==> src/rtl/double_ended_queue_core_defines.svh <==
// Assertion helpers shared by the deque RTL
`ifndef DOUBLE_ENDED_QUEUE_CORE_DEFINES_SVH
`define DOUBLE_ENDED_QUEUE_CORE_DEFINES_SVH

// same-cycle implication, disabled while in reset
`define DEQ_ASSERT_IMPL(label, clk, rst_n, ante, cons) \
    label: assert property (@(posedge clk) disable iff (!rst_n) (ante) |-> (cons)) \
        else $error("deque assertion failed");

// next-cycle implication, disabled while in reset
`define DEQ_ASSERT_NEXT(label, clk, rst_n, ante, cons) \
    label: assert property (@(posedge clk) disable iff (!rst_n) (ante) |=> (cons)) \
        else $error("deque assertion failed");

`endif

==> src/rtl/deq_pkg.sv <==
package deq_pkg;

    localparam int unsigned WORD_W = 32;
    localparam logic [WORD_W-1:0] NONE_VALUE = '1;

    typedef enum logic [1:0] {
        OP_PUSH_FRONT = 2'd0,
        OP_PUSH_BACK  = 2'd1,
        OP_POP_FRONT  = 2'd2,
        OP_POP_BACK   = 2'd3
    } t_opcode;

    typedef enum logic [1:0] {
        ST_OK    = 2'd0,
        ST_EMPTY = 2'd1,
        ST_FULL  = 2'd2
    } t_status;

    // what the back end has to do with the store for one item
    typedef struct packed {
        logic              wr;
        logic              rd;
        t_status           status;
        logic [WORD_W-1:0] data;
    } t_cmd;

endpackage

==> src/rtl/deq_ram.sv <==
module deq_ram #(
    parameter int unsigned WIDTH = 32,
    parameter int unsigned DEPTH = 16,
    localparam int unsigned ADDR_W = $clog2(DEPTH)
) (
    input  logic              i_clk,
    input  logic              i_we,
    input  logic              i_re,
    input  logic [ADDR_W-1:0] i_addr,
    input  logic [WIDTH-1:0]  i_wdata,
    output logic [WIDTH-1:0]  o_rdata
);

    logic [WIDTH-1:0] r_mem [DEPTH];
    logic [WIDTH-1:0] r_rdata;

    always_ff @(posedge i_clk) begin
        if (i_we) begin
            r_mem[i_addr] <= i_wdata;
        end
        if (i_re) begin
            r_rdata <= r_mem[i_addr];
        end
    end

    assign o_rdata = r_rdata;

endmodule

==> src/rtl/deq_front.sv <==
`include "double_ended_queue_core_defines.svh"

module deq_front
    import deq_pkg::*;
#(
    parameter int unsigned DEPTH = 16,
    localparam int unsigned IDX_W = $clog2(DEPTH),
    localparam int unsigned CNT_W = $clog2(DEPTH + 1)
) (
    input  logic              i_clk,
    input  logic              i_rst_n,
    input  logic              i_in_valid,
    output logic              o_in_ready,
    input  logic [1:0]        i_opcode,
    input  logic [WORD_W-1:0] i_push_value,
    output logic              o_cmd_valid,
    input  logic              i_cmd_ready,
    output t_cmd              o_cmd,
    output logic [IDX_W-1:0]  o_cmd_addr,
    output logic [CNT_W-1:0]  o_cmd_count
);

    localparam int unsigned SUM_W = CNT_W + 1;
    localparam logic [SUM_W-1:0] DEPTH_S = SUM_W'(DEPTH);
    localparam logic [IDX_W-1:0] LAST_IDX = IDX_W'(DEPTH - 1);
    localparam logic [CNT_W-1:0] FULL_CNT = CNT_W'(DEPTH);

    logic [IDX_W-1:0] r_front, n_front;
    logic [CNT_W-1:0] r_count, n_count;
    logic             accept;
    logic             full, empty;
    logic [SUM_W-1:0] back_sum, last_sum;
    logic [IDX_W-1:0] back_slot, back_last, front_dec, front_inc;
    t_opcode          op;

    assign op       = t_opcode'(i_opcode);
    assign accept   = i_in_valid && i_cmd_ready;
    assign full     = (r_count == FULL_CNT);
    assign empty    = (r_count == '0);

    // ring steps: sums stay below twice the depth, so one compare and subtract wraps
    assign back_sum  = SUM_W'(r_front) + SUM_W'(r_count);
    assign last_sum  = back_sum - SUM_W'(1);
    assign back_slot = (back_sum >= DEPTH_S) ? IDX_W'(back_sum - DEPTH_S) : IDX_W'(back_sum);
    assign back_last = (last_sum >= DEPTH_S) ? IDX_W'(last_sum - DEPTH_S) : IDX_W'(last_sum);
    assign front_dec = (r_front == '0) ? LAST_IDX : r_front - IDX_W'(1);
    assign front_inc = (r_front == LAST_IDX) ? '0 : r_front + IDX_W'(1);

    always_comb begin
        n_front          = r_front;
        n_count          = r_count;
        o_cmd.wr         = 1'b0;
        o_cmd.rd         = 1'b0;
        o_cmd.status     = ST_OK;
        o_cmd.data       = i_push_value;
        o_cmd_addr       = r_front;
        case (op)
            OP_PUSH_FRONT: begin
                if (full) begin
                    o_cmd.status = ST_FULL;
                end else begin
                    o_cmd.wr   = 1'b1;
                    o_cmd_addr = front_dec;
                    n_front    = front_dec;
                    n_count    = r_count + CNT_W'(1);
                end
            end
            OP_PUSH_BACK: begin
                if (full) begin
                    o_cmd.status = ST_FULL;
                end else begin
                    o_cmd.wr   = 1'b1;
                    o_cmd_addr = back_slot;
                    n_count    = r_count + CNT_W'(1);
                end
            end
            OP_POP_FRONT: begin
                if (empty) begin
                    o_cmd.status = ST_EMPTY;
                end else begin
                    o_cmd.rd   = 1'b1;
                    o_cmd_addr = r_front;
                    n_front    = front_inc;
                    n_count    = r_count - CNT_W'(1);
                end
            end
            OP_POP_BACK: begin
                if (empty) begin
                    o_cmd.status = ST_EMPTY;
                end else begin
                    o_cmd.rd   = 1'b1;
                    o_cmd_addr = back_last;
                    n_count    = r_count - CNT_W'(1);
                end
            end
            default: begin
                o_cmd.status = ST_OK;
            end
        endcase
    end

    assign o_cmd_count = n_count;
    assign o_cmd_valid = i_in_valid;
    assign o_in_ready  = i_cmd_ready;

    always_ff @(posedge i_clk) begin
        if (!i_rst_n) begin
            r_front <= '0;
            r_count <= '0;
        end else if (accept) begin
            r_front <= n_front;
            r_count <= n_count;
        end
    end

    `DEQ_ASSERT_IMPL(a_count_bound, i_clk, i_rst_n, 1'b1, r_count <= FULL_CNT)
    `DEQ_ASSERT_NEXT(a_push_grows, i_clk, i_rst_n,
        accept && !i_opcode[1] && !full, r_count == $past(r_count) + CNT_W'(1))
    `DEQ_ASSERT_NEXT(a_empty_pop_holds, i_clk, i_rst_n,
        accept && i_opcode[1] && empty, $stable(r_count) && $stable(r_front))

endmodule

==> src/rtl/deq_cmd_queue.sv <==
module deq_cmd_queue
    import deq_pkg::*;
#(
    parameter int unsigned ADDR_W = 4,
    parameter int unsigned CNT_W  = 5
) (
    input  logic              i_clk,
    input  logic              i_rst_n,
    input  logic              i_wr_valid,
    output logic              o_wr_ready,
    input  t_cmd              i_wr_cmd,
    input  logic [ADDR_W-1:0] i_wr_addr,
    input  logic [CNT_W-1:0]  i_wr_count,
    output logic              o_rd_valid,
    input  logic              i_rd_ready,
    output t_cmd              o_rd_cmd,
    output logic [ADDR_W-1:0] o_rd_addr,
    output logic [CNT_W-1:0]  o_rd_count
);

    localparam int unsigned SLOTS = 2;

    t_cmd              r_cmd   [SLOTS];
    logic [ADDR_W-1:0] r_addr  [SLOTS];
    logic [CNT_W-1:0]  r_cnt   [SLOTS];
    logic              r_wptr, r_rptr;
    logic [1:0]        r_fill;
    logic              push, pop;

    assign o_wr_ready = (r_fill != 2'(SLOTS));
    assign o_rd_valid = (r_fill != '0);
    assign push       = i_wr_valid && o_wr_ready;
    assign pop        = o_rd_valid && i_rd_ready;

    assign o_rd_cmd   = r_cmd[r_rptr];
    assign o_rd_addr  = r_addr[r_rptr];
    assign o_rd_count = r_cnt[r_rptr];

    always_ff @(posedge i_clk) begin
        if (push) begin
            r_cmd[r_wptr]  <= i_wr_cmd;
            r_addr[r_wptr] <= i_wr_addr;
            r_cnt[r_wptr]  <= i_wr_count;
        end
    end

    always_ff @(posedge i_clk) begin
        if (!i_rst_n) begin
            r_wptr <= 1'b0;
            r_rptr <= 1'b0;
            r_fill <= '0;
        end else begin
            if (push) begin
                r_wptr <= ~r_wptr;
            end
            if (pop) begin
                r_rptr <= ~r_rptr;
            end
            r_fill <= r_fill + 2'(push) - 2'(pop);
        end
    end

endmodule

==> src/rtl/deq_back.sv <==
`include "double_ended_queue_core_defines.svh"

module deq_back
    import deq_pkg::*;
#(
    parameter int unsigned DEPTH = 16,
    localparam int unsigned IDX_W = $clog2(DEPTH),
    localparam int unsigned CNT_W = $clog2(DEPTH + 1)
) (
    input  logic              i_clk,
    input  logic              i_rst_n,
    input  logic              i_cmd_valid,
    output logic              o_cmd_ready,
    input  t_cmd              i_cmd,
    input  logic [IDX_W-1:0]  i_cmd_addr,
    input  logic [CNT_W-1:0]  i_cmd_count,
    output logic              o_out_valid,
    input  logic              i_out_ready,
    output logic [WORD_W-1:0] o_pop_value,
    output logic [1:0]        o_status,
    output logic [CNT_W-1:0]  o_count_after,
    output logic              o_now_empty
);

    logic              issue, advance;
    logic [WORD_W-1:0] rdata;

    // stage 1: store access in flight
    logic              r_s1_valid;
    logic              r_s1_rd;
    t_status           r_s1_status;
    logic [CNT_W-1:0]  r_s1_count;

    // result register
    logic              r_out_valid;
    logic [WORD_W-1:0] r_out_value;
    t_status           r_out_status;
    logic [CNT_W-1:0]  r_out_count;

    assign advance     = r_s1_valid && (!r_out_valid || i_out_ready);
    assign issue       = i_cmd_valid && (!r_s1_valid || advance);
    assign o_cmd_ready = issue;

    // read data holds while stage 1 stalls, since reads are only enabled on issue
    deq_ram #(
        .WIDTH (WORD_W),
        .DEPTH (DEPTH)
    ) u_store (
        .i_clk   (i_clk),
        .i_we    (issue && i_cmd.wr),
        .i_re    (issue && i_cmd.rd),
        .i_addr  (i_cmd_addr),
        .i_wdata (i_cmd.data),
        .o_rdata (rdata)
    );

    always_ff @(posedge i_clk) begin
        if (!i_rst_n) begin
            r_s1_valid  <= 1'b0;
            r_out_valid <= 1'b0;
        end else begin
            if (issue) begin
                r_s1_valid <= 1'b1;
            end else if (advance) begin
                r_s1_valid <= 1'b0;
            end
            if (advance) begin
                r_out_valid <= 1'b1;
            end else if (i_out_ready) begin
                r_out_valid <= 1'b0;
            end
        end
    end

    always_ff @(posedge i_clk) begin
        if (issue) begin
            r_s1_rd     <= i_cmd.rd;
            r_s1_status <= i_cmd.status;
            r_s1_count  <= i_cmd_count;
        end
        if (advance) begin
            r_out_value  <= r_s1_rd ? rdata : NONE_VALUE;
            r_out_status <= r_s1_status;
            r_out_count  <= r_s1_count;
        end
    end

    assign o_out_valid   = r_out_valid;
    assign o_pop_value   = r_out_value;
    assign o_status      = r_out_status;
    assign o_count_after = r_out_count;
    assign o_now_empty   = (r_out_count == '0);

    `DEQ_ASSERT_IMPL(a_fail_no_value, i_clk, i_rst_n,
        r_out_valid && (r_out_status != ST_OK), r_out_value == NONE_VALUE)
    `DEQ_ASSERT_NEXT(a_s1_holds, i_clk, i_rst_n,
        r_s1_valid && r_out_valid && !i_out_ready, r_s1_valid && $stable(r_s1_count))

endmodule

==> src/rtl/double_ended_queue_core.sv <==
// Bounded deque over a circular store of DEPTH words.
// An accepted item passes the command queue, store access stage and result register.
// One item per cycle while the result side does not stall; the front registers its
// updated indices on accept and the back does one single-port store access per item.
// Reset clears indices, count and all valid flags; store contents are left as they are.
module double_ended_queue_core
    import deq_pkg::*;
#(
    parameter int unsigned DEPTH = 16,
    localparam int unsigned IDX_W = $clog2(DEPTH),
    localparam int unsigned CNT_W = $clog2(DEPTH + 1)
) (
    input  logic              i_clk,
    input  logic              i_rst_n,
    input  logic              i_in_valid,
    output logic              o_in_ready,
    input  logic [1:0]        i_opcode,
    input  logic [WORD_W-1:0] i_push_value,
    output logic              o_out_valid,
    input  logic              i_out_ready,
    output logic [WORD_W-1:0] o_pop_value,
    output logic [1:0]        o_status,
    output logic [CNT_W-1:0]  o_count_after,
    output logic              o_now_empty
);

    logic             f_valid, f_ready;
    t_cmd             f_cmd;
    logic [IDX_W-1:0] f_addr;
    logic [CNT_W-1:0] f_count;

    logic             b_valid, b_ready;
    t_cmd             b_cmd;
    logic [IDX_W-1:0] b_addr;
    logic [CNT_W-1:0] b_count;

    deq_front #(
        .DEPTH (DEPTH)
    ) u_front (
        .i_clk        (i_clk),
        .i_rst_n      (i_rst_n),
        .i_in_valid   (i_in_valid),
        .o_in_ready   (o_in_ready),
        .i_opcode     (i_opcode),
        .i_push_value (i_push_value),
        .o_cmd_valid  (f_valid),
        .i_cmd_ready  (f_ready),
        .o_cmd        (f_cmd),
        .o_cmd_addr   (f_addr),
        .o_cmd_count  (f_count)
    );

    deq_cmd_queue #(
        .ADDR_W (IDX_W),
        .CNT_W  (CNT_W)
    ) u_queue (
        .i_clk      (i_clk),
        .i_rst_n    (i_rst_n),
        .i_wr_valid (f_valid),
        .o_wr_ready (f_ready),
        .i_wr_cmd   (f_cmd),
        .i_wr_addr  (f_addr),
        .i_wr_count (f_count),
        .o_rd_valid (b_valid),
        .i_rd_ready (b_ready),
        .o_rd_cmd   (b_cmd),
        .o_rd_addr  (b_addr),
        .o_rd_count (b_count)
    );

    deq_back #(
        .DEPTH (DEPTH)
    ) u_back (
        .i_clk         (i_clk),
        .i_rst_n       (i_rst_n),
        .i_cmd_valid   (b_valid),
        .o_cmd_ready   (b_ready),
        .i_cmd         (b_cmd),
        .i_cmd_addr    (b_addr),
        .i_cmd_count   (b_count),
        .o_out_valid   (o_out_valid),
        .i_out_ready   (i_out_ready),
        .o_pop_value   (o_pop_value),
        .o_status      (o_status),
        .o_count_after (o_count_after),
        .o_now_empty   (o_now_empty)
    );

endmodule

==> config.mk <==
export PLATFORM = sky130hd
export DESIGN_NAME = double_ended_queue_core
export DESIGN_NICKNAME = d
export VERILOG_FILES = /design/src/rtl/deq_pkg.sv /design/src/rtl/deq_ram.sv /design/src/rtl/deq_front.sv /design/src/rtl/deq_cmd_queue.sv /design/src/rtl/deq_back.sv /design/src/rtl/double_ended_queue_core.sv
export VERILOG_INCLUDE_DIRS = /design/src /design/src/rtl
export SDC_FILE = /design/constraint.sdc
export NUM_CORES = 1
export LEC_CHECK = 0
export BUFFER_PORTS_ARGS = -buffer_cell sky130_fd_sc_hd__clkbuf_2
export CAP_MARGIN = 40
export CELL_PAD_IN_SITES_DETAIL_PLACEMENT = 0
export CELL_PAD_IN_SITES_GLOBAL_PLACEMENT = 2
export CORE_UTILIZATION = 45
export CTS_CLUSTER_SIZE = 10
export DETAILED_ROUTE_END_ITERATION = 10
export PLACE_DENSITY_LB_ADDON = 0.1
export SETUP_SLACK_MARGIN = 0.15
export SLEW_MARGIN = 20
export SYNTH_ARGS = -nofsm -noshare
export SYNTH_HDL_FRONTEND = slang
export SYNTH_SLANG_ARGS = --single-unit
==> constraint.sdc <==
create_clock -name i_clk -period 3.7 [get_ports i_clk]
set_input_delay 0.74 -clock i_clk [delete_from_list [all_inputs] [get_ports i_clk]]
set_output_delay 0.74 -clock i_clk [all_outputs]
set_load 0.1 [all_outputs]
# [Word-level counts from Yosys, hierarchy flattened]
# Memories as Yosys holds them, arrays and structs flattened. A register that Yosys moved wholly into a read port is not among the register bits.
# Index checks and enable logic that the tools add are counted.
[word_totals] regBits=57 mem_bits_rw=602 in_bits=38 wordCells=90 mem_count=4
[memory_table] memory="u_back.u_store.r_mem" depth=16 word_bits=32 rd=1 rd_ports_with_merged_regs=1 write_ports=1 line="deq_ram.sv:14" source="logic [WIDTH-1:0] r_mem [DEPTH];"
[memory_table] memory="u_queue.r_cmd" depth=2 word_bits=36 rd=1 rd_ports_with_merged_regs=1 write_ports=1 line="deq_cmd_queue.sv:23" source="t_cmd r_cmd [SLOTS];"
[memory_table] memory="u_queue.r_cnt" depth=2 word_bits=5 rd=1 rd_ports_with_merged_regs=1 write_ports=1 line="deq_cmd_queue.sv:25" source="logic [CNT_W-1:0] r_cnt [SLOTS];"
[memory_table] memory="u_queue.r_addr" depth=2 word_bits=4 rd=1 rd_ports_with_merged_regs=1 write_ports=1 line="deq_cmd_queue.sv:24" source="logic [ADDR_W-1:0] r_addr [SLOTS];"
[op_classes] add_sub_neg=10 order_cmp=2 n_eq_ne=7 muxes=32 bitwise_logic=2 n_reduce_logical=21
[op_table] operator="4-bit two-way mux" n=8
[op_table] operator="1-bit two-way mux" n=17
[op_table] operator="4-bit one-hot mux with 4 select lines" n=1
[op_table] operator="6-bit by 5-bit greater-or-equal comparator with 1-bit output, second input constant" n=2
[op_table] operator="4-bit by 1-bit subtractor with 4-bit output, second input constant" n=3
[op_table] operator="5-bit zero test" n=2
[op_table] operator="5-bit two-way mux" n=2
[op_table] operator="5-bit one-hot mux with 2 select lines" n=1
[op_table] operator="4-bit one-hot mux with 2 select lines" n=1
[op_table] operator="2-bit nonzero test" n=4
[op_table] operator="4-bit by 5-bit adder with 6-bit output" n=1
[op_table] operator="1-bit logical AND" n=6
[op_table] operator="6-bit by 1-bit subtractor with 6-bit output, second input constant" n=1
[op_table] operator="5-bit by 1-bit adder with 5-bit output, second input constant" n=1
[op_table] operator="5-bit == test, second input constant" n=1
[op_table] operator="5-bit by 1-bit subtractor with 5-bit output, second input constant" n=1
[op_table] operator="4-bit by 1-bit adder with 4-bit output, second input constant" n=1
[op_table] operator="2-bit == test, second input constant" n=2
[op_table] operator="4-bit == test, second input constant" n=1
[op_table] operator="4-bit zero test" n=1
[op_table] operator="2-bit != test, second input constant" n=2
[op_table] operator="2-bit one-hot mux with 2 select lines" n=1
[op_table] operator="2-bit OR reduction" n=2
[op_table] operator="3-bit AND reduction" n=1
[op_table] operator="other kinds (8)" n=11

# [Depth between registers and ports, before layout]
# Gate-level depths: netlist (run 1).
[depth] ltp_word=8 mapped_depth=9 mapped_depth_nobuf=9

# [Cells and area by module]
# Synthesis (run 1) repeated with hierarchy kept, for this count alone.
[hier_totals] cells_unflattened=1296 hier_area_um2=27020.9
[by_module_without_submodules] mod="deq_ram" n_inst=1 cells_per_inst=840 area_per_inst_um2=20183.1 seq_area_each_um2=16335.7
[by_module_without_submodules] mod="deq_cmd_queue" n_inst=1 cells_per_inst=164 area_per_inst_um2=3684.8 seq_area_each_um2=2802.7
[by_module_without_submodules] mod="deq_back" n_inst=1 cells_per_inst=95 area_per_inst_um2=1730.4 seq_area_each_um2=1451.4
[by_module_without_submodules] mod="deq_front" n_inst=1 cells_per_inst=197 area_per_inst_um2=1422.6 seq_area_each_um2=180.2

# [Worst setup path before layout (run 1)]
# OpenSTA, ideal clock, no wires.
[synth_path] path_type="register to register" startpoint="register u_queue.r_fill[0]" endpoint="memory u_queue.r_addr[0][0] (enable)" t_arrival_ns=3.504 t_required_ns=3.252 slack_ns=-0.252 stages_incl_launch_ff=4 path_buffers=0 period_less_slack_ns=3.952 path_cell_list="dfxtp_1 -> nand2b_1 -> nand2_1 -> nor2_1"
[synth_via] elab_chain_cells=4
[synth_rtl] item="from (decl)" line="deq_cmd_queue.sv:27" source="logic [1:0] r_fill;"
[synth_rtl] item="from (signal assigned)" line="deq_cmd_queue.sv:59" source="r_fill <= r_fill + 2'(push) - 2'(pop);"
[synth_rtl] item="2-bit != test" line="deq_cmd_queue.sv:30" source="assign o_wr_ready = (r_fill != 2'(SLOTS));"
[synth_rtl] item="via o_in_ready" line="double_ended_queue_core.sv:16" source="output logic o_in_ready,"
[synth_rtl] item="1-bit logical AND" line="deq_cmd_queue.sv:32" source="assign push = i_wr_valid && o_wr_ready;"
[synth_rtl] item="1-bit two-way mux" line="deq_cmd_queue.sv:40" source="if (push) begin"
[synth_rtl] item="1-bit two-way mux (implied by the code)" line="deq_cmd_queue.sv:42" source="r_addr[r_wptr] <= i_wr_addr;"
[synth_rtl] item="to (decl)" line="deq_cmd_queue.sv:24"
# The timed path passes the listed nets, and every way through them passes these cells.

==> results of run 1 <==
-- layout by cell type (no fill, tap or decap), types with 10 or more instances in the layout --
cell type,instances
sky130_fd_sc_hd__edfxtp_1,681
sky130_fd_sc_hd__a22oi_1,131
sky130_fd_sc_hd__clkbuf_16,84
sky130_fd_sc_hd__clkbuf_2,79
sky130_fd_sc_hd__a21oi_1,77
sky130_fd_sc_hd__mux4_2,64
sky130_fd_sc_hd__mux2_2,41
sky130_fd_sc_hd__nand2b_1,38
sky130_fd_sc_hd__or3_1,35
sky130_fd_sc_hd__a22o_1,33
sky130_fd_sc_hd__buf_4,33
sky130_fd_sc_hd__nor2_1,27
sky130_fd_sc_hd__buf_12,19
sky130_fd_sc_hd__nand2_1,18
sky130_fd_sc_hd__inv_1,18
sky130_fd_sc_hd__nor2_4,17
sky130_fd_sc_hd__dfxtp_1,15
sky130_fd_sc_hd__clkbuf_1,12
sky130_fd_sc_hd__o21ai_0,11
sky130_fd_sc_hd__ha_1,10
-- per-layer routing --
metal	global-route usage (%)	routed length [um]	part of all wire [%]
met5	0	0	0
met4	5.386	1142	1.9
met3	3.402	2752	4.5
met2	33.21	28910	48
met1	30.03	27910	46
-- where the power goes --
| group | total (mW) | switching, mW | internal, mW |
|---|---|---|---|
| Combinational | 6.07 | 4.09 | 1.98 |
| Sequential | 10.6 | 0.322 | 10.3 |
| Clock | 6.91 | 2.87 | 4.03 |
| Total | 23.6 | 7.28 | 16.3 |
-- flip-flops by register name (all words and copies together), names as in the netlist, 4 cells and up, named ones only --
signal	flops
u_queue.r_addr	8
u_back.r_s1_count	5
u_front.r_count	5
u_back.u_store.r_mem	512
u_back.u_store.o_rdata	32
u_front.r_front	4
u_queue.r_cnt	10
u_back.o_pop_value	32
u_back.o_count_after	5
u_queue.r_cmd	72
-- logic make-up after synthesis --
family / after synthesis / synth area share, %
adders and majority gates: 11 / 0.5500
muxes: 110 / 7.401
DFF: 697 / 78.71
AOI/OAI and AO/OA: 290 / 7.790
xor gates and xnor gates: 9 / 0.2987
buffers and inverters: 95 / 1.479
and+or+nand+nor: 181 / 3.774
-- worst max-delay path: cells and delay by family (launching register included) --
family | cells | cell delay (ns)
buf+inv | 3 | 1.12
simple gates | 2 | 0.91
flops | 1 | 0.49
mux | 1 | 0.18
-- worst paths after layout --
check,endpoint,slack [ns]
setup / recovery,u_back.u_store.r_mem[11][5],0.68
hold reg to reg,u_back.o_count_after[2],0.42
setup reg to reg,u_back.u_store.r_mem[11][5],0.68
hold / removal,u_queue.r_cmd[1][22],0.32
-- synth_stat cells (all sizes together) (2+ instances only) --
| cell type | number | area share, % |
|---|---|---|
| and3 | 4 | 0.095 |
| dfxtp | 16 | 1.2 |
| a21oi | 78 | 1.5 |
| nand4 | 4 | 0.095 |
| clkbuf | 57 | 0.81 |
| a32oi | 2 | 0.066 |
| nand2b | 38 | 0.90 |
| o21ai | 13 | 0.26 |
| nor3 | 8 | 0.15 |
| and2 | 2 | 0.047 |
| edfxtp | 681 | 77 |
| xnor2 | 5 | 0.17 |
| a22oi | 132 | 3.8 |
| o32ai | 4 | 0.25 |
| ha | 10 | 0.47 |
| nand3b | 7 | 0.20 |
| a2111oi | 3 | 0.10 |
| o41ai | 2 | 0.066 |
| xor2 | 4 | 0.13 |
| mux2i | 5 | 0.19 |
| mux4 | 64 | 5.5 |
| nand2 | 18 | 0.26 |
| nor2 | 44 | 0.63 |
| nand3 | 3 | 0.057 |
| o2bb2ai | 2 | 0.066 |
| a22o | 33 | 1.1 |
| a211oi | 5 | 0.14 |
| or3 | 35 | 0.83 |
| o211ai | 5 | 0.14 |
| buf | 19 | 0.40 |
| nor4bb | 2 | 0.076 |
| inv | 19 | 0.27 |
| mux2 | 41 | 1.7 |
| nor2b | 8 | 0.19 |
-- per-stage QoR --
| stage | setup slack (ns) | area [um2] | power (mW) | hold WS [ns] | cells |
|---|---|---|---|---|---|
| final | 0.6842 | 30540 | 23.57 | 0.3190 | 2319 |
| after global routing | 0.5055 | 30540 | 24.54 | 0.2909 | 2319 |
| after CTS | 0.6101 | 30540 | 23.86 | 0.2837 | 2319 |
| after detailed placement | 0.6399 | 28350 | 16.93 | 0.4045 | 2217 |
| after global placement | 0.6524 | 28250 | 16.80 | 0.4097 | 2211 |
| after floorplan | 0.2998 | 26390 | 14.70 | 0.4003 | 1393 |
-- layout make-up --
| type | instances | area [um2] |
|---|---|---|
| Tap cell | 765 | 957.2 |
| Clock inverter | 6 | 47.55 |
| Sequential cell | 697 | 20770 |
| Timing Repair Buffer | 135 | 1099 |
| Clock buffer | 96 | 2147 |
| Fill cell | 4602 | 27260 |
| Inverter | 19 | 71.32 |
| Multi-Input combinational cell | 601 | 5451 |
==> reports/summary.txt, run 1 <==
syn_nets - 1442
cell area power density - 771.7 nW/um2
fraction of the cycle the final worst path needs - 81.51%
netlist area before placement - 26390 um2
clock tree from TritonCTS - done
largest net degree at the start of global routing - 65
shortest clock period the worst path allows after layout - 3.016 ns
share of the yosys chip area belonging to registers - 78.71%
Overall Global Routing Usage - 20.86%
H-tree levels - 3
library cell contributing the largest single delay on the critical path - sky130_fd_sc_hd__or3_1
antenna cells - 0
Max Root-Sink Buffers - 3
Clock Latency Late Sink - 0.61 ns
iteration-0 DRC count of the detailed router - 1066
die extent in y - 244.2 um
post-route antenna net violation count - 0
maximum achievable frequency - 331.6 MHz
Core Region - 57810 um2
layout cell share with drive strength beyond 1 - 23.36%
clock transition time at the flip-flop clock pins of the worst setup and hold paths - 0.05 ns
Residual DRC - 0
Final Net Count - 1584
die span in x - 244.2 um
relative max-transition margin - 31.52%
max-cap check violation count - 0
share of flip-flops with an asynchronous set or reset after synthesis - 0%
count of buffers from port buffering - 79
Least-Margin Pin Slew - 1.027 ns
initial cell density of the core - 45.65%
Via-to-Cell Ratio - 5.797
cell at the root of the clock tree - sky130_fd_sc_hd__clkbuf_16
leakage power summed over all cells - 9.863 nW
post-CTS setup buffer count - 0
initial antenna violation count - 1
outcome - finished, final reports clean
total of hold buffers inserted after clock tree synthesis - 0
critical path's largest stage delay - 0.57 ns
global-route wire length before repair - 90760 um
final-report setup violation count - 0
Slew Viols, Final - 0
Fin Setup TNS - 0 ns
top fanout value on the critical path - 31
number of instances in the synthesized netlist - 1393
total count of hold-check failures in the final report - 0
startpoint kind of the worst setup timing path - flip-flop
cells along the critical path - buf_4 -> buf_4 -> mux2i_1 -> or3_1 -> nor2_4 -> buf_12
routed length per instance - 26.18 um
length of the first detailed-routing pass in iterations - 5
required time of the worst setup path - 3.98 ns
number of placement rows - 88
area added between synthesis and finish - 15.75%
Layout Utilization - 52.84%
Crit Path Class - reg2reg
placer's final routability congestion estimate - 0.7487
arrival time at the worst endpoint - 3.30 ns
hold path startpoint - i_push_value[22]
number of flip-flops and latches in the synthesized netlist - 697
dominant synthesized flop cell - sky130_fd_sc_hd__edfxtp_1
sort of element at the end of the critical path - flip-flop
Total Routed Length - 60720 um
die footprint - 59610 um2
cts repair resizes - 0
Fin Clk Skew - 0.02041 ns
vias - 13440
top-level I/O count - 80
peak ir drop on the vdd network - 0.4877 mV
number of global-route vias before repair - 13980
Unique masters post-synth - 62
RSZ-0062 raised after global routing - false
count of cells along the worst register-to-register path - 6
detailed placement HPWL - 34390 um
Hold Crit Class - in2reg
clock sink total - 697
Crit path top cell by count - sky130_fd_sc_hd__buf_4
count of flip-flops with a built-in enable after synthesis - 681
clock buffer count from CTS - 81
total number of yosys warnings - 0
average size of a mapped cell - 18.94 um2
instance count along the most critical hold path - 1
final global-route overflow total - 0
No activity file was read; power rests on OpenSTA's default activity.
==> run 2, diff against run 1 <==
==> constraint.sdc (replaced) <==
create_clock -name i_clk -period 3.1 [get_ports i_clk]
set_input_delay 0.62 -clock i_clk [delete_from_list [all_inputs] [get_ports i_clk]]
set_output_delay 0.62 -clock i_clk [all_outputs]
set_load 0.1 [all_outputs]
==> run 2 against run 1 <==
  * Sequential power increased by 19%
  * Global-route usage increased by 0.45 points
  * Clock power rose by 20%
  * Sequential cell count is the same
  * Cell area increased by 0.72%
  * Largest power group unchanged
  * Power up 20%
  * Largest cell class unchanged
==> reports/summary.txt, run 2 (synthesis gave the netlist of run 1 again) <==
outcome - finished, final reports clean
Logic pwr share - 25.8%
relative max-transition margin - 33.60%
Crit Path Class - reg2out
Core Region - 57810 um2
final-report setup violation count - 0
Filler Cells Inserted - 4627
antenna cells - 0
leakage power summed over all cells - 9.966 nW
H-tree levels - 3
area added between synthesis and finish - 16.58%
Worst Hold End - u_queue.r_cmd[0][28]
Fin Setup TNS - 0 ns
area of combinational cells with multiple inputs - 5454 um2
fraction of the cycle the final worst path needs - 89.13%
die span in x - 244.2 um
number of global-route vias before repair - 14150
cell at the root of the clock tree - sky130_fd_sc_hd__clkbuf_16
dpl cells - 2229
top-level I/O count - 80
clock sink total - 697
total of hold buffers inserted after clock tree synthesis - 0
total count of hold-check failures in the final report - 0
maximum achievable frequency - 361.9 MHz
Largest register FFs - 512
Storage cell area - 20770 um2
clock tree from TritonCTS - done
Total Routed Length - 61490 um
layout cell share with drive strength beyond 1 - 24.06%
largest net degree at the start of global routing - 65
detailed placement HPWL - 33280 um
clock buffer count from CTS - 80
Overall Global Routing Usage - 21.31%
placed cell areas - 28550 um2
initial cell density of the core - 45.65%
placer's final routability congestion estimate - 0.7110
routed length per instance - 26.41 um
buffers plus inverters on the worst setup path - 1
most common library cell in the layout ignoring fill and taps - sky130_fd_sc_hd__edfxtp_1
final global-route overflow total - 0
internal power consumption - 19.62 mW
shortest clock period the worst path allows after layout - 2.763 ns
final non-filler cell area - 30760 um2
die footprint - 59610 um2
number of non-filler instances in the completed layout - 2328
part of the power in registers - 44.8%
cts repair resizes - 0
setup slack after placement - 0.3695 ns
CP Depth - 3
vias - 13590
post-route antenna net violation count - 0
initial antenna violation count - 0
max-cap check violation count - 0
Slew Viols, Final - 0
worst reg2reg path startpoint - u_queue.r_addr[0][1]
registers with the most flip-flops - u_back.u_store.r_mem x512, u_queue.r_cmd x72
Clock Latency Late Sink - 0.61 ns
Fin Clk Skew - 0.01450 ns
Least-Margin Pin Slew - 0.9961 ns
post-CTS setup buffer count - 0
arrival time at the worst endpoint - 2.14 ns
kind of cell adding the most delay to the critical path - simple AND/OR/NAND/NOR gates
cell area power density - 916.5 nW/um2
top fanout value on the critical path - 2
iteration-0 DRC count of the detailed router - 1002
register-to-register path setup slack - 0.40 ns
Most flops, register - u_back.u_store.r_mem
Via-to-Cell Ratio - 5.839
commonest non-fill, non-tap cells in the layout - sky130_fd_sc_hd__edfxtp_1 (681), sky130_fd_sc_hd__a22oi_1 (131), sky130_fd_sc_hd__clkbuf_16 (83)
clock transition time at the flip-flop clock pins of the worst setup and hold paths - 0.06 ns
peak ir drop on the vdd network - 0.6169 mV
required time of the worst setup path - 2.48 ns
sort of element at the end of the critical path - output pin
net switching power - 8.575 mW
critical path's largest stage delay - 0.55 ns
switching portion of total power - 30.41%
Final Net Count - 1595
count of cells along the worst register-to-register path - 6
cells along the critical path - or4_1 -> nor2_2 -> clkbuf_2
Final Worst Setup Slack - 0.3369 ns
Hold Crit Class - in2reg
Max Root-Sink Buffers - 3
instance count along the most critical hold path - 1
RSZ-0062 raised after global routing - false
length of the first detailed-routing pass in iterations - 4
part of the power in the clock network - 29.4%
count of buffers from port buffering - 79
Layout Utilization - 53.22%
hold path startpoint - i_push_value[28]
library cell contributing the largest single delay on the critical path - sky130_fd_sc_hd__or4_1
die extent in y - 244.2 um
number of placement rows - 88
global-route wire length before repair - 92030 um
startpoint kind of the worst setup timing path - flip-flop
r2r endpoint - u_back.u_store.o_rdata[8]
Residual DRC - 0
==> run 2: routing by layer <==
metal | routed length [um] | vias to the layer above | global-route usage [%]
met5 | 0 | - | 0
met4 | 1733 | 0 | 7.721
met3 | 2998 | 100 | 2.930
met2 | 29970 | 403 | 34.41
met1 | 26790 | 7118 | 29.72
li1 | - | 5972 | -
==> run 2: final cells by class <==
cell class                 count  share of cell area [%]
sequential                   697                   67.52
multi-input combinational    601                   17.73
clock buffer                  95                   6.995
timing repair buffer         147                   4.213
tap                          765                   3.111
inverter                      19                  0.2318
clock inverter                 4                  0.2034
==> run 2: power groups by stage <==
stage	Sequential (mW)	Combinational, mW	Clock, mW
5_1_grt	12.7	7.85	8.81
3_5_place_dp	12.8	7.40	0
6_report	12.6	7.26	8.29
2_1_floorplan	13.5	4.05	0
3_3_place_gp	12.8	7.25	0
4_1_cts	12.7	7.42	8.49
==> run 2: per-stage QoR <==
step | hold slack (ns) | power, mW
after floorplan | 0.4003 | 17.54
after global placement | 0.4052 | 20.10
after detailed placement | 0.4144 | 20.23
after CTS | 0.1594 | 28.56
after global routing | 0.1759 | 29.40
final | 0.2016 | 28.20
==> run 2: worst max path at each step <==
stage                                  from                           to  slack, ns
floorplan                u_back.o_out_valid  u_back.u_store.r_mem[11][0]      -0.28
global placement                  flip-flop    u_back.u_store.o_rdata[3]       0.38
detailed placement     u_queue.r_addr[0][1]    u_back.u_store.o_rdata[8]       0.37
CTS                 u_back.o_count_after[0]                  o_now_empty       0.28
global route        u_back.o_count_after[0]                  o_now_empty       0.25
finish              u_back.o_count_after[0]                  o_now_empty       0.34
==> run 3, diff against run 2 <==
--- a/config.mk
+++ b/config.mk
@@ -10,7 +10,7 @@
 export CAP_MARGIN = 40
 export CELL_PAD_IN_SITES_DETAIL_PLACEMENT = 0
 export CELL_PAD_IN_SITES_GLOBAL_PLACEMENT = 2
-export CORE_UTILIZATION = 45
+export CORE_UTILIZATION = 48
 export CTS_CLUSTER_SIZE = 10
 export DETAILED_ROUTE_END_ITERATION = 10
 export PLACE_DENSITY_LB_ADDON = 0.1
==> run 3 against run 2 <==
  * Non-clock buffer count rose by 2
  * Highest routed layer unchanged
  * Sequential share of layout area rose by 0.32 points
  * Die area fell by 6.2%
  * Clock skew rose by 0.0079 ns
==> reports/summary.txt, run 3 (synthesis gave the netlist of run 1 again) <==
final global-route overflow total - 0
Fin Clk Skew - 0.02245 ns
RSZ-0062 raised after global routing - false
Largest register FFs - 512
Filler Cells Inserted - 4143
Crit Path Class - reg2out
Storage cell area - 20770 um2
fraction of the cycle the final worst path needs - 89.34%
number of placement rows - 85
area of combinational cells with multiple inputs - 5454 um2
layout cell share with drive strength beyond 1 - 24.01%
registers with the most flip-flops - u_back.u_store.r_mem x512, u_queue.r_cmd x72
register-to-register path setup slack - 0.41 ns
Max Root-Sink Buffers - 3
buffers plus inverters on the worst setup path - 1
most common library cell in the layout ignoring fill and taps - sky130_fd_sc_hd__edfxtp_1
clock tree from TritonCTS - done
length of the first detailed-routing pass in iterations - 6
arrival time at the worst endpoint - 2.15 ns
die footprint - 55920 um2
sort of element at the end of the critical path - output pin
vias - 13490
commonest non-fill, non-tap cells in the layout - sky130_fd_sc_hd__edfxtp_1 (681), sky130_fd_sc_hd__a22oi_1 (131), sky130_fd_sc_hd__clkbuf_16 (82)
peak ir drop on the vdd network - 0.6510 mV
detailed placement HPWL - 33840 um
kind of cell adding the most delay to the critical path - simple AND/OR/NAND/NOR gates
Least-Margin Pin Slew - 0.9254 ns
post-route antenna net violation count - 0
cell area power density - 919.0 nW/um2
top-level I/O count - 80
Slew Viols, Final - 0
dpl cells - 2161
die span in x - 236.5 um
H-tree levels - 3
placer's final routability congestion estimate - 0.7467
Clock Latency Late Sink - 0.62 ns
Most flops, register - u_back.u_store.r_mem
iteration-0 DRC count of the detailed router - 1059
routed length per instance - 26.38 um
Fin Setup TNS - 0 ns
leakage power summed over all cells - 9.950 nW
Layout Utilization - 56.67%
maximum achievable frequency - 361.1 MHz
shortest clock period the worst path allows after layout - 2.769 ns
startpoint kind of the worst setup timing path - flip-flop
initial cell density of the core - 48.84%
post-CTS setup buffer count - 0
initial antenna violation count - 0
library cell contributing the largest single delay on the critical path - sky130_fd_sc_hd__or4_1
total of hold buffers inserted after clock tree synthesis - 0
final-report setup violation count - 0
global-route wire length before repair - 89560 um
cell at the root of the clock tree - sky130_fd_sc_hd__clkbuf_16
max-cap check violation count - 0
critical path's largest stage delay - 0.56 ns
clock buffer count from CTS - 80
area added between synthesis and finish - 16.03%
outcome - finished, final reports clean
number of global-route vias before repair - 14060
Via-to-Cell Ratio - 5.951
required time of the worst setup path - 2.48 ns
total count of hold-check failures in the final report - 0
Core Region - 54030 um2
Overall Global Routing Usage - 22.04%
total power draw - 28.14 mW
top fanout value on the critical path - 2
Total Routed Length - 59770 um
Residual DRC - 0
cts repair resizes - 0
largest net degree at the start of global routing - 46
antenna cells - 0
die extent in y - 236.5 um
Hold Crit Class - in2reg
clock sink total - 697
Final Net Count - 1597
relative max-transition margin - 38.31%
count of buffers from port buffering - 79
cells along the critical path - or4_1 -> nor2_2 -> clkbuf_2
number of non-filler instances in the completed layout - 2266
clock transition time at the flip-flop clock pins of the worst setup and hold paths - 0.06 ns
run 3: cell count changes in the layout (fill, tap and decap cells not counted), sizes merged:
| cell | delta |
|---|---|
| clkbuf | +3 |
| clkinv | +2 |
| buf | +2 |
run 3: worst register-to-register path, cell delays in order (launching register included):
cell	delay (ns)
sky130_fd_sc_hd__dfxtp_2	0.59
sky130_fd_sc_hd__nand2_1	0.17
sky130_fd_sc_hd__o21ai_4	0.15
sky130_fd_sc_hd__buf_12	0.34
sky130_fd_sc_hd__mux4_2	0.59
sky130_fd_sc_hd__a22o_1	0.28
sky130_fd_sc_hd__or3_1	0.32
run 3: path summary, 6_finish.rpt:
kind,depth (start not counted),start,end
hold reg to reg,0,u_back.r_s1_count[1],u_back.o_count_after[1]
setup / recovery,3,u_back.o_count_after[0],o_now_empty
hold / removal,1,i_push_value[29],u_queue.r_cmd[0][29]
setup reg to reg,6,flip-flop,u_back.u_store.o_rdata[19]
run 3: layer usage:
metal | global-route usage, % | wire length [um] | vias to the layer above
li1 | - | - | 5993
met3 | 3.591 | 3746 | 71
met2 | 35.70 | 28940 | 460
met1 | 31.02 | 26010 | 6961
met5 | 0 | 0 | -
met4 | 6.356 | 1071 | 0
run 3: power by group:
part           internal [mW]  leakage [nW]  switching [mW]
clock                   4.83          1.08            3.43
sequential              12.3          6.31           0.403
combinational           2.45          2.56            4.77
run 3: metrics by stage:
step | area, um2 | hold WS, ns | setup WS (ns)
6_report | 30620 | 0.1855 | 0.3306
5_1_grt | 30620 | 0.1709 | 0.2536
4_1_cts | 30590 | 0.1533 | 0.2782
3_5_place_dp | 28370 | 0.4171 | 0.3392
3_3_place_gp | 28350 | 0.4052 | 0.3525
2_1_floorplan | 26410 | 0.4003 | -0.2814
run 3: layout make-up:
type                       instances  share of cell area, %
timing repair buffer             149                  4.017
clock inverter                     6                 0.3596
sequential                       697                  67.84
inverter                          19                 0.2329
clock buffer                      98                  6.898
multi-input combinational        601                  17.81
tap                              696                  2.844
